--- src/design/l2_ingress_frame_classifier_core_assert.svh ---
// Assertion macros for the ingress frame classifier.
// Used by the top level; needs clk and rst_n in scope.
`ifndef L2_INGRESS_FRAME_CLASSIFIER_CORE_ASSERT_SVH
`define L2_INGRESS_FRAME_CLASSIFIER_CORE_ASSERT_SVH

// same-cycle implication
`define L2IFC_ASSERT_IMPL(label, ante, cons) \
  label: assert property (@(posedge clk) disable iff (!rst_n) (ante) |-> (cons)) \
    else $error("l2ifc: same-cycle check failed");

// next-cycle implication
`define L2IFC_ASSERT_NEXT(label, ante, cons) \
  label: assert property (@(posedge clk) disable iff (!rst_n) (ante) |=> (cons)) \
    else $error("l2ifc: next-cycle check failed");

`endif

--- src/design/l2ifc_pkg.sv ---
// Types and constants for the ingress frame classifier.
// No dependencies.
package l2ifc_pkg;

  localparam int MAC_W   = 48;
  localparam int ETYPE_W = 16;
  localparam int VID_W   = 12;
  localparam int LEN_W   = 16;
  localparam int CFG_IDX_W  = 4;
  localparam int CFG_DATA_W = 48;

  localparam logic [MAC_W-1:0]   MAC_BCAST  = '1;
  localparam logic [ETYPE_W-1:0] ETYPE_VLAN = 16'h8100;
  localparam logic [ETYPE_W-1:0] ETYPE_IPV4 = 16'h0800;
  localparam logic [ETYPE_W-1:0] ETYPE_ARP  = 16'h0806;
  localparam logic [15:0]        ARP_OP_REQUEST = 16'd1;
  localparam logic [15:0]        ARP_OP_REPLY   = 16'd2;
  localparam logic [LEN_W-1:0]   ETH_OVERHEAD   = 16'd18;

  localparam logic [1:0] L2_UNKNOWN  = 2'd0;
  localparam logic [1:0] L2_ACCESS   = 2'd1;
  localparam logic [1:0] L2_TRUNK    = 2'd2;
  localparam logic [1:0] L2_RESERVED = 2'd3;

  typedef enum logic [CFG_IDX_W-1:0] {
    CFG_IF_MAC     = 4'd0,
    CFG_L3_ENABLED = 4'd1,
    CFG_L2_MODE    = 4'd2,
    CFG_VLAN_COUNT = 4'd3,
    CFG_VLAN_0     = 4'd4
  } cfg_idx_t;

  typedef enum logic [2:0] {
    DISP_DROP    = 3'd0,
    DISP_IPV4    = 3'd1,
    DISP_ARP_REQ = 3'd2,
    DISP_ARP_REP = 3'd3,
    DISP_SWITCH  = 3'd4
  } disp_t;

  typedef enum logic [3:0] {
    RSN_NONE          = 4'd0,
    RSN_TAGGED_L3     = 4'd1,
    RSN_NOT_ADDRESSED = 4'd2,
    RSN_ACCESS_NO_VID = 4'd3,
    RSN_TAGGED_ACCESS = 4'd4,
    RSN_UNTAGGED_TRNK = 4'd5,
    RSN_VID_DENIED    = 4'd6,
    RSN_UNKNOWN_TYPE  = 4'd7,
    RSN_UNKNOWN_ARPOP = 4'd8
  } reason_t;

  typedef struct packed {
    logic [MAC_W-1:0] if_mac;
    logic             l3_enabled;
    logic [1:0]       l2_mode;
    logic [2:0]       vlan_count;
  } cfg_t;

  typedef struct packed {
    logic             has_tag;
    logic             addr_ok;
    logic             is_ipv4;
    logic             is_arp;
    logic             op_req;
    logic             op_rep;
    logic             vlan_hit;
    logic [VID_W-1:0] vid;
    logic [LEN_W-1:0] plen;
  } flags_t;

  typedef struct packed {
    disp_t            disp;
    reason_t          reason;
    logic             need_tag;
    logic [VID_W-1:0] vlan;
    logic [LEN_W-1:0] plen;
  } result_t;

endpackage

--- src/design/l2ifc_cfg_regs.sv ---
// Configuration register file of the ingress frame classifier.
// Depends on l2ifc_pkg.
module l2ifc_cfg_regs #(
  parameter int VLAN_SLOTS = 4
) (
  input  logic                                 clk,
  input  logic                                 rst_n,
  input  logic                                 cfg_valid,
  input  logic [l2ifc_pkg::CFG_IDX_W-1:0]      cfg_index,
  input  logic [l2ifc_pkg::CFG_DATA_W-1:0]     cfg_data,
  output l2ifc_pkg::cfg_t                      cfg,
  output logic [VLAN_SLOTS-1:0][l2ifc_pkg::VID_W-1:0] vlans
);
  import l2ifc_pkg::*;

  cfg_t                            cfg_r;
  logic [VLAN_SLOTS-1:0][VID_W-1:0] vlans_r;

  always_ff @(posedge clk) begin
    if (!rst_n) begin
      cfg_r   <= '0;
      vlans_r <= '0;
    end else if (cfg_valid) begin
      case (cfg_index)
        CFG_IF_MAC:     cfg_r.if_mac     <= cfg_data[MAC_W-1:0];
        CFG_L3_ENABLED: cfg_r.l3_enabled <= cfg_data[0];
        CFG_L2_MODE:    cfg_r.l2_mode    <= cfg_data[1:0];
        CFG_VLAN_COUNT: cfg_r.vlan_count <= cfg_data[2:0];
        default: begin
          for (int i = 0; i < VLAN_SLOTS; i++) begin
            if (cfg_index == CFG_IDX_W'(CFG_VLAN_0 + i)) begin
              vlans_r[i] <= cfg_data[VID_W-1:0];
            end
          end
        end
      endcase
    end
  end

  assign cfg   = cfg_r;
  assign vlans = vlans_r;

endmodule

--- src/design/l2_ingress_frame_classifier_core.sv ---
// Ingress frame classifier top level: three-stage header pipeline.
// Depends on l2ifc_pkg, l2ifc_cfg_regs and the assertion macro header.
//
// Takes one frame header per beat and returns one classification per header,
// in order, from the stage-three output register. Unless the output stalls,
// a new header is taken every cycle: stage one does the address, ethertype,
// VLAN slot and length compares, stage two picks disposition and drop reason,
// stage three is the output register. Each stage holds its own valid bit, so
// backpressure fills bubbles first and never drops or repeats a beat.
// Configuration writes are taken every cycle (cfg_ready is tied high) and are
// meant to land while no header is in flight.
module l2_ingress_frame_classifier_core #(
  parameter int VLAN_SLOTS = 4
) (
  input  logic                                clk,
  input  logic                                rst_n,
  input  logic                                in_tvalid,
  output logic                                in_tready,
  // dest_mac, ether_type, frame_vlan, arp_opcode, frame_length, pad
  input  logic [111:0]                        in_tdata,
  output logic                                out_tvalid,
  input  logic                                out_tready,
  // drop_reason, need_tag, out_vlan, payload_length, pad
  output logic [39:0]                         out_tdata,
  // disposition, pad
  output logic [7:0]                          out_tuser,
  input  logic                                cfg_valid,
  output logic                                cfg_ready,
  input  logic [l2ifc_pkg::CFG_IDX_W-1:0]     cfg_index,
  input  logic [l2ifc_pkg::CFG_DATA_W-1:0]    cfg_data
);
  import l2ifc_pkg::*;

  cfg_t                             cfg;
  logic [VLAN_SLOTS-1:0][VID_W-1:0] vlans;

  l2ifc_cfg_regs #(.VLAN_SLOTS(VLAN_SLOTS)) u_cfg (
    .clk       (clk),
    .rst_n     (rst_n),
    .cfg_valid (cfg_valid),
    .cfg_index (cfg_index),
    .cfg_data  (cfg_data),
    .cfg       (cfg),
    .vlans     (vlans)
  );

  assign cfg_ready = 1'b1;

  logic [MAC_W-1:0]   dest_mac;
  logic [ETYPE_W-1:0] ether_type;
  logic [VID_W-1:0]   frame_vlan;
  logic [15:0]        arp_opcode;
  logic [LEN_W-1:0]   frame_length;

  assign dest_mac     = in_tdata[47:0];
  assign ether_type   = in_tdata[63:48];
  assign frame_vlan   = in_tdata[75:64];
  assign arp_opcode   = in_tdata[91:76];
  assign frame_length = in_tdata[107:92];

  logic    v1_r, v2_r, v3_r;
  logic    rdy1, rdy2, rdy3;
  flags_t  s1_r, s1_nxt;
  result_t s2_r, s2_nxt;
  result_t s3_r;

  assign rdy3      = !v3_r || out_tready;
  assign rdy2      = !v2_r || rdy3;
  assign rdy1      = !v1_r || rdy2;
  assign in_tready = rdy1;

  // stage 1: compares
  always_comb begin
    s1_nxt          = '0;
    s1_nxt.has_tag  = (ether_type == ETYPE_VLAN);
    s1_nxt.addr_ok  = (dest_mac == cfg.if_mac) || (dest_mac == MAC_BCAST);
    s1_nxt.is_ipv4  = (ether_type == ETYPE_IPV4);
    s1_nxt.is_arp   = (ether_type == ETYPE_ARP);
    s1_nxt.op_req   = (arp_opcode == ARP_OP_REQUEST);
    s1_nxt.op_rep   = (arp_opcode == ARP_OP_REPLY);
    s1_nxt.vid      = frame_vlan;
    s1_nxt.plen     = (frame_length > ETH_OVERHEAD) ? frame_length - ETH_OVERHEAD : '0;
    for (int i = 0; i < VLAN_SLOTS; i++) begin
      if ((vlans[i] == frame_vlan) && (cfg.vlan_count > 3'(i))) begin
        s1_nxt.vlan_hit = 1'b1;
      end
    end
  end

  // stage 2: decision
  always_comb begin
    s2_nxt        = '0;
    s2_nxt.disp   = DISP_DROP;
    s2_nxt.reason = RSN_NONE;
    if (cfg.l3_enabled) begin
      if (s1_r.has_tag) begin
        s2_nxt.reason = RSN_TAGGED_L3;
      end else if (!s1_r.addr_ok) begin
        s2_nxt.reason = RSN_NOT_ADDRESSED;
      end else if (s1_r.is_ipv4) begin
        s2_nxt.disp = DISP_IPV4;
        s2_nxt.plen = s1_r.plen;
      end else if (s1_r.is_arp) begin
        if (s1_r.op_req) begin
          s2_nxt.disp = DISP_ARP_REQ;
        end else if (s1_r.op_rep) begin
          s2_nxt.disp = DISP_ARP_REP;
        end else begin
          s2_nxt.reason = RSN_UNKNOWN_ARPOP;
        end
      end else begin
        s2_nxt.reason = RSN_UNKNOWN_TYPE;
      end
    end else begin
      case (cfg.l2_mode)
        L2_ACCESS: begin
          if (cfg.vlan_count == '0) begin
            s2_nxt.reason = RSN_ACCESS_NO_VID;
          end else if (s1_r.has_tag) begin
            s2_nxt.reason = RSN_TAGGED_ACCESS;
          end else begin
            s2_nxt.disp     = DISP_SWITCH;
            s2_nxt.need_tag = 1'b1;
            s2_nxt.vlan     = vlans[0];
          end
        end
        L2_TRUNK: begin
          if (!s1_r.has_tag) begin
            s2_nxt.reason = RSN_UNTAGGED_TRNK;
          end else if (s1_r.vlan_hit) begin
            s2_nxt.disp = DISP_SWITCH;
            s2_nxt.vlan = s1_r.vid;
          end else begin
            s2_nxt.reason = RSN_VID_DENIED;
          end
        end
        default: s2_nxt.reason = RSN_NONE;
      endcase
    end
  end

  always_ff @(posedge clk) begin
    if (!rst_n) begin
      v1_r <= 1'b0;
      v2_r <= 1'b0;
      v3_r <= 1'b0;
    end else begin
      if (rdy1) v1_r <= in_tvalid;
      if (rdy2) v2_r <= v1_r;
      if (rdy3) v3_r <= v2_r;
    end
  end

  always_ff @(posedge clk) begin
    if (rdy1 && in_tvalid) s1_r <= s1_nxt;
    if (rdy2 && v1_r)      s2_r <= s2_nxt;
    if (rdy3 && v2_r)      s3_r <= s2_r;
  end

  assign out_tvalid = v3_r;
  assign out_tdata  = {7'b0, s3_r.plen, s3_r.vlan, s3_r.need_tag, s3_r.reason};
  assign out_tuser  = {5'b0, s3_r.disp};

`include "l2_ingress_frame_classifier_core_assert.svh"

  `L2IFC_ASSERT_IMPL(a_drop_clean, out_tvalid && (out_tuser[2:0] == DISP_DROP), out_tdata[32:4] == '0)
  `L2IFC_ASSERT_IMPL(a_reason_drop, out_tvalid && (out_tdata[3:0] != RSN_NONE), out_tuser[2:0] == DISP_DROP)
  `L2IFC_ASSERT_IMPL(a_tag_switch, out_tvalid && out_tdata[4], out_tuser[2:0] == DISP_SWITCH)
  `L2IFC_ASSERT_NEXT(a_accept_fill, in_tvalid && in_tready, v1_r)

endmodule

--- config.mk ---
export PLATFORM = sky130hd
export DESIGN_NAME = l2_ingress_frame_classifier_core
export DESIGN_NICKNAME = d
export VERILOG_FILES = /design/src/design/l2ifc_pkg.sv /design/src/design/l2ifc_cfg_regs.sv /design/src/design/l2_ingress_frame_classifier_core.sv
export VERILOG_INCLUDE_DIRS = /design/src /design/src/design
export SDC_FILE = /design/constraint.sdc
export NUM_CORES = 1
export LEC_CHECK = 0
export BUFFER_PORTS_ARGS = -buffer_cell sky130_fd_sc_hd__buf_4
export CAP_MARGIN = 20
export CORE_UTILIZATION = 49
export DETAILED_ROUTE_END_ITERATION = 6
export GPL_ROUTABILITY_DRIVEN = 0
export PLACE_DENSITY = 0.74
export SYNTH_ARGS = -nofsm -noshare
export SYNTH_HDL_FRONTEND = slang
export SYNTH_SLANG_ARGS = --single-unit
--- constraint.sdc ---
create_clock -name clk -period 3.77 [get_ports clk]
set_input_delay 0.5655 -clock clk [delete_from_list [all_inputs] [get_ports clk]]
set_output_delay 0.5655 -clock clk [all_outputs]
set_load 0.02 [all_outputs]
# Word level (Yosys, flattened, before mapping)
# Index checks and enable logic that the tools add are counted.
[word_totals] output_inout_bits=51 inputBits=169 regBits=212 word_cells=118
[classes] addsub=1 n_mux=29 n_bitwise=5 reduce_logical=28 n_eq_ne=20 n_lt_le_gt_ge=5
[op_table] cell="12-bit equality test" count=4
[op_table] cell="48-bit equality test" count=1
[op_table] cell="48-bit equality test, second input constant" count=1
[op_table] cell="3-bit two-way mux" count=13
[op_table] cell="12-bit two-way mux" count=3
[op_table] cell="16-bit by 12-bit equality test with 1-bit output, second input constant" count=2
[op_table] cell="4-bit two-way mux" count=6
[op_table] cell="12-bit case mux with 2 select lines" count=1
[op_table] cell="16-bit by 1-bit equality test with 1-bit output, second input constant" count=1
[op_table] cell="16-bit equality test, second input constant" count=1
[op_table] cell="16-bit by 2-bit equality test with 1-bit output, second input constant" count=1
[op_table] cell="4-bit by 3-bit equality test with 1-bit output, second input constant" count=4
[op_table] cell="16-bit by 5-bit > comparator with 1-bit output, second input constant" count=1
[op_table] cell="16-bit by 5-bit subtractor with 16-bit output, second input constant" count=1
[op_table] cell="13-bit two-way mux" count=1
[op_table] cell="3-bit AND reduction" count=4
[op_table] cell="4-bit by 2-bit equality test with 1-bit output, second input constant" count=2
[op_table] cell="4-bit case mux with 2 select lines" count=1
[op_table] cell="2-bit AND reduction" count=4
[op_table] cell="4-bit OR reduction" count=2
[op_table] cell="1-bit logical AND" count=7
[op_table] cell="7-bit two-way mux" count=1
[op_table] cell="3-bit by 1-bit > comparator with 1-bit output, second input constant" count=2
[op_table] cell="3-bit by 2-bit > comparator with 1-bit output, second input constant" count=2
[op_table] cell="12 further kinds" count=22

# Depth between registers and ports, before layout
# Gate-level depths: netlist (run 1).
[logic_depth] word_depth=7 mapped_depth=7 mapped_depth_nobuf=7

# Hierarchy
# Synthesis (run 1) repeated with hierarchy kept, for this count alone.
[hier_totals] cells_unflattened=837 hier_area_um2=9416.5
[by_module_without_submodules] mod="l2_ingress_frame_classifier_core" area_each_um2=5571.6 instances=1 seq_area_each_um2=3273.1 cells_each=444
[by_module_without_submodules] mod="l2ifc_cfg_regs" area_each_um2=3844.9 instances=1 seq_area_each_um2=2042.0 cells_each=393

# Worst setup path after synthesis (run 1)
# Ideal clock, no wire load.
[synth_path] path_type="input to register" from="in out_tready" to="reg s2_r[0] in the netlist's numbering, enable pin" path_slack_ns=-0.031 path_buffers=0 cell_stages=2 arrival_time_ns=3.317 setup_ns=0.485 required_time_ns=3.285 path_cell_list="nor2b_1 > a21boi_0"
[synth_via] elab_chain_len=3
[synth_lines] item="from (decl)" line="l2_ingress_frame_classifier_core.sv:22" source="input logic out_tready,"
[synth_lines] item="1-bit logical OR" line="l2_ingress_frame_classifier_core.sv:67" source="assign rdy3 = !v3_r || out_tready;"
[synth_lines] item="1-bit logical OR" line="l2_ingress_frame_classifier_core.sv:68" source="assign rdy2 = !v2_r || rdy3;"
[synth_lines] item="1-bit logical AND" line="l2_ingress_frame_classifier_core.sv:156" source="if (rdy2 && v1_r) s2_r <= s2_nxt;"
[synth_lines] item="to (signal assigned)" line="l2_ingress_frame_classifier_core.sv:156"
[synth_lines] item="to (decl)" line="l2_ingress_frame_classifier_core.sv:64" source="result_t s2_r, s2_nxt;"
# No other way between the ends.
# A chain may end at the register's enable or synchronous reset.

# Worst setup path after layout (run 1)
[layout_path] from="reg v3_r (netlist: out_tvalid)" to="out in_tready"
[layout_via] elab_chain_len=4
[layout_lines] item="from (decl)" line="l2_ingress_frame_classifier_core.sv:61" source="logic v1_r, v2_r, v3_r;"
[layout_lines] item="from (signal assigned)" line="l2_ingress_frame_classifier_core.sv:150" source="if (rdy3) v3_r <= v2_r;"
[layout_lines] item="1-bit zero test" line="l2_ingress_frame_classifier_core.sv:67"
[layout_lines] item="1-bit logical OR" line="l2_ingress_frame_classifier_core.sv:67"
[layout_lines] item="1-bit logical OR" line="l2_ingress_frame_classifier_core.sv:68"
[layout_lines] item="1-bit logical OR" line="l2_ingress_frame_classifier_core.sv:69" source="assign rdy1 = !v1_r || rdy2;"
[layout_lines] item="to (decl)" line="l2_ingress_frame_classifier_core.sv:18" source="output logic in_tready,"
# No other way between the ends.

==> summary.txt, run 1 <==
outcome - finished, final reports clean
Synth Area in XOR/XNOR - 9.90%
drt total wl - 21200 um
Seq cells post-synth - 212
Post-Syn Instances - 856
first-pass GRT wire length - 32800 um
CTS resizes - 0
R2R setup slack - 1920 ps
grt ovf - 0
WP data arrival - 1850 ps
largest family of logic cells by synthesized area - simple AND/OR/NAND/NOR gates
area leader, netlist - edfxtp_1
Die X - 140 um
total CTS buffers - 22
worst r2r path cells - 3
final worst slack - 1360 ps
routed vias - 6627
Root Driver - clkbuf_16
setup slack at placement - 1050 ps
Hold Crit Class - in2reg
Tmin final - 2410 ps
Antenna diodes - 0
synthesized-area fraction occupied by adder cells - 0.400%
critical path's largest stage delay - 600 ps
Post-DP Area - 11000 um^2
Die Ht - 140 um
RSZ-0062 raised after global routing - false
Reg2Reg Capture Point - s1_r[34]
fin crit share - 64.0%
worst setup path startpoint - out_tvalid
Setup Buffers After CTS - 0
Synth Flop Type - edfxtp_1
post-synthesis simple-gate area fraction - 17.8%
Final ANT Viol Nets - 0
Residual DRC - 0
CTS tree - built
Buf/Inv on CP - 1
Finished Cell Area - 11800 um^2
max-slew violations - 0
Pwr Density - 433 nW/um^2
Post-synth EDFFs - 107
Crit Path Class - reg2out
Highest Clock Rate - 414 MHz
clock sink count - 212
crit-path cells - nor2b_1, nand3_1, buf_4
Avg Inst Size Synth - 11.0 um^2
nets - 1217
hold slack final - 320 ps
final setup fails - 0
final core utilization - 63.2%
Vias/cell - 5.12
Slew @ Worst Pin - 951 ps
Worst EP required - 3200 ps
Synth async-reset ratio - 0%
share of the synthesized area in the top cell type - 34.3%
layout cell share with drive strength beyond 1 - 23.9%
CP startpoint kind - register
Critical Path End Type - output port
critical path's top delay family - simple AND/OR/NAND/NOR gates
endpoints failing hold - 0
clk_skew - 15.1 ps
Synth-to-Final Area Change - 26.1%
cts hold-fix bufs - 0
Cell variety after synth - 46
row count - 50
multiplexer share of the synthesized area - 4.48%
Wirelength per Cell - 16.4 um
worst setup path end - in_tready
setup_tns - 0 ps
Max IR drop VDD - 0.000255 V
vias in the first global route - 6392
CP Depth - 3
Max-cap violations - 0
crit path max-delay cell type - nor2b_1
Starting DRT DRC Count - 268
P_leak - 4.40 nW
CTS Buffer Depth - 3
H-tree levels - 1
first drt pass iteration count - 4
post-synthesis compound-gate area fraction - 7.38%
Worst-path clk slew - 70 ps
HPWL after detailed placement - 15100 um
synth top area cells - edfxtp_1, dfxtp_1, xor2_1
worst relative slew slack - 36.5%
GRT Util Overall - 21.3%
critical path fanouts, max - 6
initial antenna violation count - 0
Initial Util - 50.1%
die area - 19700 um^2
Syn Std Cell Area - 9380 um^2
fillcell total - 1511
IO Port Bufs - 202
Yosys Warn Count - 0
RR Startpoint - out_tvalid
pin count of the biggest net entering global routing - 106
Seq/Total Area, Yosys - 56.7%
I/O pin total - 220
Core ar. - 18700 um^2
clock latency at the later pin of the worst-skew pair - 500 ps
layout make-up:
type	count	area (um^2)	area share [%]
sequential	212	5320	45.0
multi-input combinational	593	3840	32.5
clock buffer	26	608	5.14
clock inverter	14	125	1.06
timing repair buffer	210	1620	13.7
tap	234	293	2.48
inverter	6	22.5	0.191
metal layers:
| metal | up-vias | global-route usage, % | routed length [um] |
|---|---|---|---|
| li1 | 3322 | - | - |
| met1 | 3076 | 26.8 | 9100 |
| met2 | 203 | 37.5 | 10600 |
| met3 | 26 | 3.83 | 1180 |
| met4 | 0 | 5.96 | 334 |
| met5 | - | 0 | 0 |
state kept, by name (all words and copies together) (netlist names):
signal,cells
u_cfg.cfg,54
u_cfg.vlans,48
s2_r,36
s1_r,35
out_tdata,33
out_tuser,3
out_tvalid,1
v1_r,1
v2_r,1
synthesized netlist by cell type, types with 12 or more instances:
master,count
nor3_1,12
nand2_1,133
and2_1,18
xnor2_1,41
dfxtp_1,105
a21boi_0,62
a22oi_1,12
mux2i_1,42
nor4_1,27
edfxtp_1,107
nand4_1,22
nor2b_1,49
xor2_1,65
nor2_1,43
clkbuf_1,34
buf_4,13
cells by family after synthesis:
group / count (synthesis)
flops: 212
buf+inv: 62
fa+ha+maj: 3
xor+xnor: 106
simple gates: 334
mux: 42
compound gates: 95
other cells: 2
cells in the final DEF, fill, tap and decap left out, drive strengths merged, types with 2 or more instances in the layout:
master / count
or4: 2
edfxtp: 107
nand3: 6
nor3: 12
ha: 3
a21oi: 6
and2: 18
buf: 210
mux2i: 42
nor2b: 49
a21boi: 62
nand2b: 3
o21ai: 4
nand4b: 2
or3: 4
dfxtp: 105
nor4: 28
nand4: 22
clkbuf: 26
nand3b: 3
nor3b: 6
inv: 7
xnor2: 41
and3: 2
a31oi: 2
nor2: 43
a22oi: 12
clkinv: 7
nand2: 133
conb: 13
o31ai: 2
clkinvlp: 4
xor2: 65
bufinv: 2
through the flow:
stage	power [W]	std cells
after floorplan	0.00275	867
after global placement	0.00298	1253
after detailed placement	0.00298	1253
after CTS	0.00515	1293
after global routing	0.00530	1295
final	0.00512	1295
power breakdown:
| part | leakage [nW] | internal (W) | switching [W] | total (W) |
|---|---|---|---|---|
| Combinational | 2.18 | 0.000211 | 0.000210 | 0.000421 |
| Sequential | 1.87 | 0.00249 | 0.0000281 | 0.00252 |
| Clock | 0.352 | 0.00129 | 0.000888 | 0.00218 |
worst min-delay path: stages:
cell	delay, ps
buf_4	110
nand2_1	40
a21boi_0	60
worst min path at each step:
stage / slack [ps] / to / start / cells past startpoint
after global placement: 400 / out_tdata[3] / s2_r[32] / 0
final: 320 / u_cfg.cfg[20] / cfg_data[14] / 3
after CTS: 310 / s1_r[18] / in_tdata[66] / 1
after detailed placement: 400 / out_tdata[13] / s2_r[24] / 0
after global routing: 310 / s1_r[18] / in_tdata[66] / 1
after floorplan: 400 / out_tdata[0] / s2_r[29] / 0
Note: power is estimated with default switching activity, not from simulation.
==> run 2: changes to the inputs <==
- ABC_AREA: not set -> 1
- CORE_UTILIZATION: 49 -> 51
- PLACE_DENSITY: 0.74 -> 0.73
- clock period: 3.77 -> 2.3 ns (I/O delays scaled with it)
==> run 2 against run 1 <==
- clock power is 61% higher
- critical path depth increased by 1
- worst hold slack worse by 270 ps
- synthesized cell count increased by 29%
- critical endpoint unchanged
- largest cell class unchanged
- largest power group unchanged
- highest routed layer unchanged
==> summary.txt, run 2 <==
Starting DRT DRC Count - 500
critical path's largest stage delay - 390 ps
post-synthesis compound-gate area fraction - 12.9%
P_leak - 4.92 nW
endpoints failing hold - 0
Top cell by count, worst path - nand2_1
GRT Util Overall - 23.2%
CP startpoint kind - register
synthesized-area fraction occupied by adder cells - 0.390%
Antenna diodes - 0
WP data arrival - 1400 ps
most common cell after layout, fill and taps aside - buf_4
synth top area cells - edfxtp_1, dfxtp_1, o21ai_0
min-delay src - in_tdata[69]
Largest register FFs - 54
multiplexer share of the synthesized area - 0%
DR top layer - met4
Tmin final - 1750 ps
share of the synthesized area in the top cell type - 33.4%
post-synthesis simple-gate area fraction - 16.6%
Final ANT Viol Nets - 0
Seq cells post-synth - 212
Post-Syn Instances - 1108
Critical Path End Type - output port
final core utilization - 65.7%
worst r2r path cells - 5
clock sink count - 212
drt total wl - 22500 um
Max IR drop VDD - 0.000526 V
Vias/cell - 5.04
initial antenna violation count - 0
CTS resizes - 0
Synth Flop Type - edfxtp_1
Highest Clock Rate - 572 MHz
die area - 19400 um^2
row count - 49
Die X - 139 um
crit path max-delay cell type - dfxtp_1
Worst-path clk slew - 60 ps
fin crit share - 76.1%
crit-path cells - nand2_1, nor2_1, nand2_1, buf_4
Syn Std Cell Area - 9610 um^2
Synth async-reset ratio - 0%
fillcell total - 1493
critical path fanouts, max - 3
I/O pin total - 220
layout cell share with drive strength beyond 1 - 19.5%
Finished Cell Area - 12000 um^2
cell count of the worst hold path - 1
most frequent cells in the layout - buf_4, nor2_1, inv_1, nand2_1, o21ai_0
area leader, netlist - edfxtp_1
pin count of the biggest net entering global routing - 104
HPWL after detailed placement - 16100 um
dpl cells - 1510
grt ovf - 0
Synth-to-Final Area Change - 24.5%
CTS tree - built
routed vias - 7813
Die Ht - 139 um
overall power - 0.00840 W
met3 wire length - 1280 um
Post-synth EDFFs - 107
Core ar. - 18200 um^2
clock latency at the later pin of the worst-skew pair - 500 ps
outcome - finished, final reports clean
DRT met1 WL - 9220 um
total CTS buffers - 22
first drt pass iteration count - 5
RSZ-0062 raised after global routing - false
Pwr Density - 702 nW/um^2
Reg2Reg Capture Point - s2_r[21]
clk_skew - 10.4 ps
vias in the first global route - 7426
setup_tns - 0 ps
Residual DRC - 0
nets - 1477
largest family of logic cells by synthesized area - simple AND/OR/NAND/NOR gates
Max-cap violations - 0
Post-DP Area - 11300 um^2
Slew @ Worst Pin - 879 ps
Initial Util - 52.8%
Cell variety after synth - 35
first-pass GRT wire length - 36000 um
Hold Crit Class - in2reg
Cell Count, Final, Fillers Out - 1550
CTS Buffer Depth - 3
R2R setup slack - 560 ps
H-tree levels - 1
worst relative slew slack - 41.4%
Setup Buffers After CTS - 0
final setup fails - 0
Yosys Warn Count - 0
met2 WL - 11400 um
Seq/Total Area, Yosys - 55.3%
Avg Inst Size Synth - 8.68 um^2
IO Port Bufs - 202
Worst EP required - 1960 ps
RR Startpoint - s1_r[34]
Root Driver - clkbuf_16
top cells by count, synth - nor2_1, inv_1, nand2_1
most common cell in the netlist - nor2_1
Wirelength per Cell - 14.5 um
Hold EP - s1_r[21]
cts hold-fix bufs - 0
max-slew violations - 0
Crit Path Class - reg2out
Synth Area in XOR/XNOR - 5.65%
## run 2: metal layers
layer	GRT usage, %	vias to the layer above
met5	0	-
met4	7.54	0
met3	3.27	45
met2	42.0	241
met1	28.4	3543
li1	-	3984
## run 2: logic make-up (layout without fill, tap and decap cells)
| logic type | Yosys count | count (layout) |
|---|---|---|
| AOI/OAI and AO/OA | 239 | 239 |
| xor gates and xnor gates | 62 | 62 |
| adders and majority gates | 3 | 3 |
| buffers and inverters | 211 | 413 |
| DFF | 212 | 212 |
| other | 2 | 13 |
| and+or+nand+nor | 379 | 379 |
## run 2: how the worst max path moves through the flow
| stage | start | to | slack (ps) | depth (start not counted) |
|---|---|---|---|---|
| floorplan | out_tvalid | s1_r[0] | 380 | 5 |
| global placement | in_tdata[101] | s1_r[1] | 550 | 9 |
| detailed placement | in_tdata[94] | s1_r[15] | 500 | 12 |
| CTS | out_tvalid | in_tready | 530 | 4 |
| global route | s1_r[34] | s2_r[20] | 410 | 5 |
| finish | out_tvalid | in_tready | 550 | 4 |
## run 2: power breakdown
part / internal (W) / switching (W) / total, W
sequential: 0.00408 / 0.0000488 / 0.00413
combinational: 0.000348 / 0.000420 / 0.000767
clock: 0.00208 / 0.00143 / 0.00351
total: 0.00651 / 0.00190 / 0.00840
## run 2: per-stage QoR
step / setup WS, ps / hold slack [ps]
4_1_cts: 534 / 34.9
3_3_place_gp: 551 / 401
2_1_floorplan: 384 / 400
3_5_place_dp: 495 / 405
5_1_grt: 413 / 48.9
6_report: 551 / 53.5
## run 2: layout make-up
type / instances / area, um^2 / share of cell area [%]
Clock buffer: 27 / 601 / 5.02
Clock inverter: 13 / 114 / 0.951
Inverter: 167 / 627 / 5.24
Multi-Input combinational cell: 696 / 3470 / 29.0
Sequential cell: 212 / 5320 / 44.4
Tap cell: 229 / 287 / 2.39
Timing Repair Buffer: 206 / 1560 / 13.0
## run 2: critical path: cells and delay by family (launching register included)
family | cells | cell delay, ps
DFF | 1 | 390
buffers and inverters | 1 | 170
and+or+nand+nor | 3 | 340
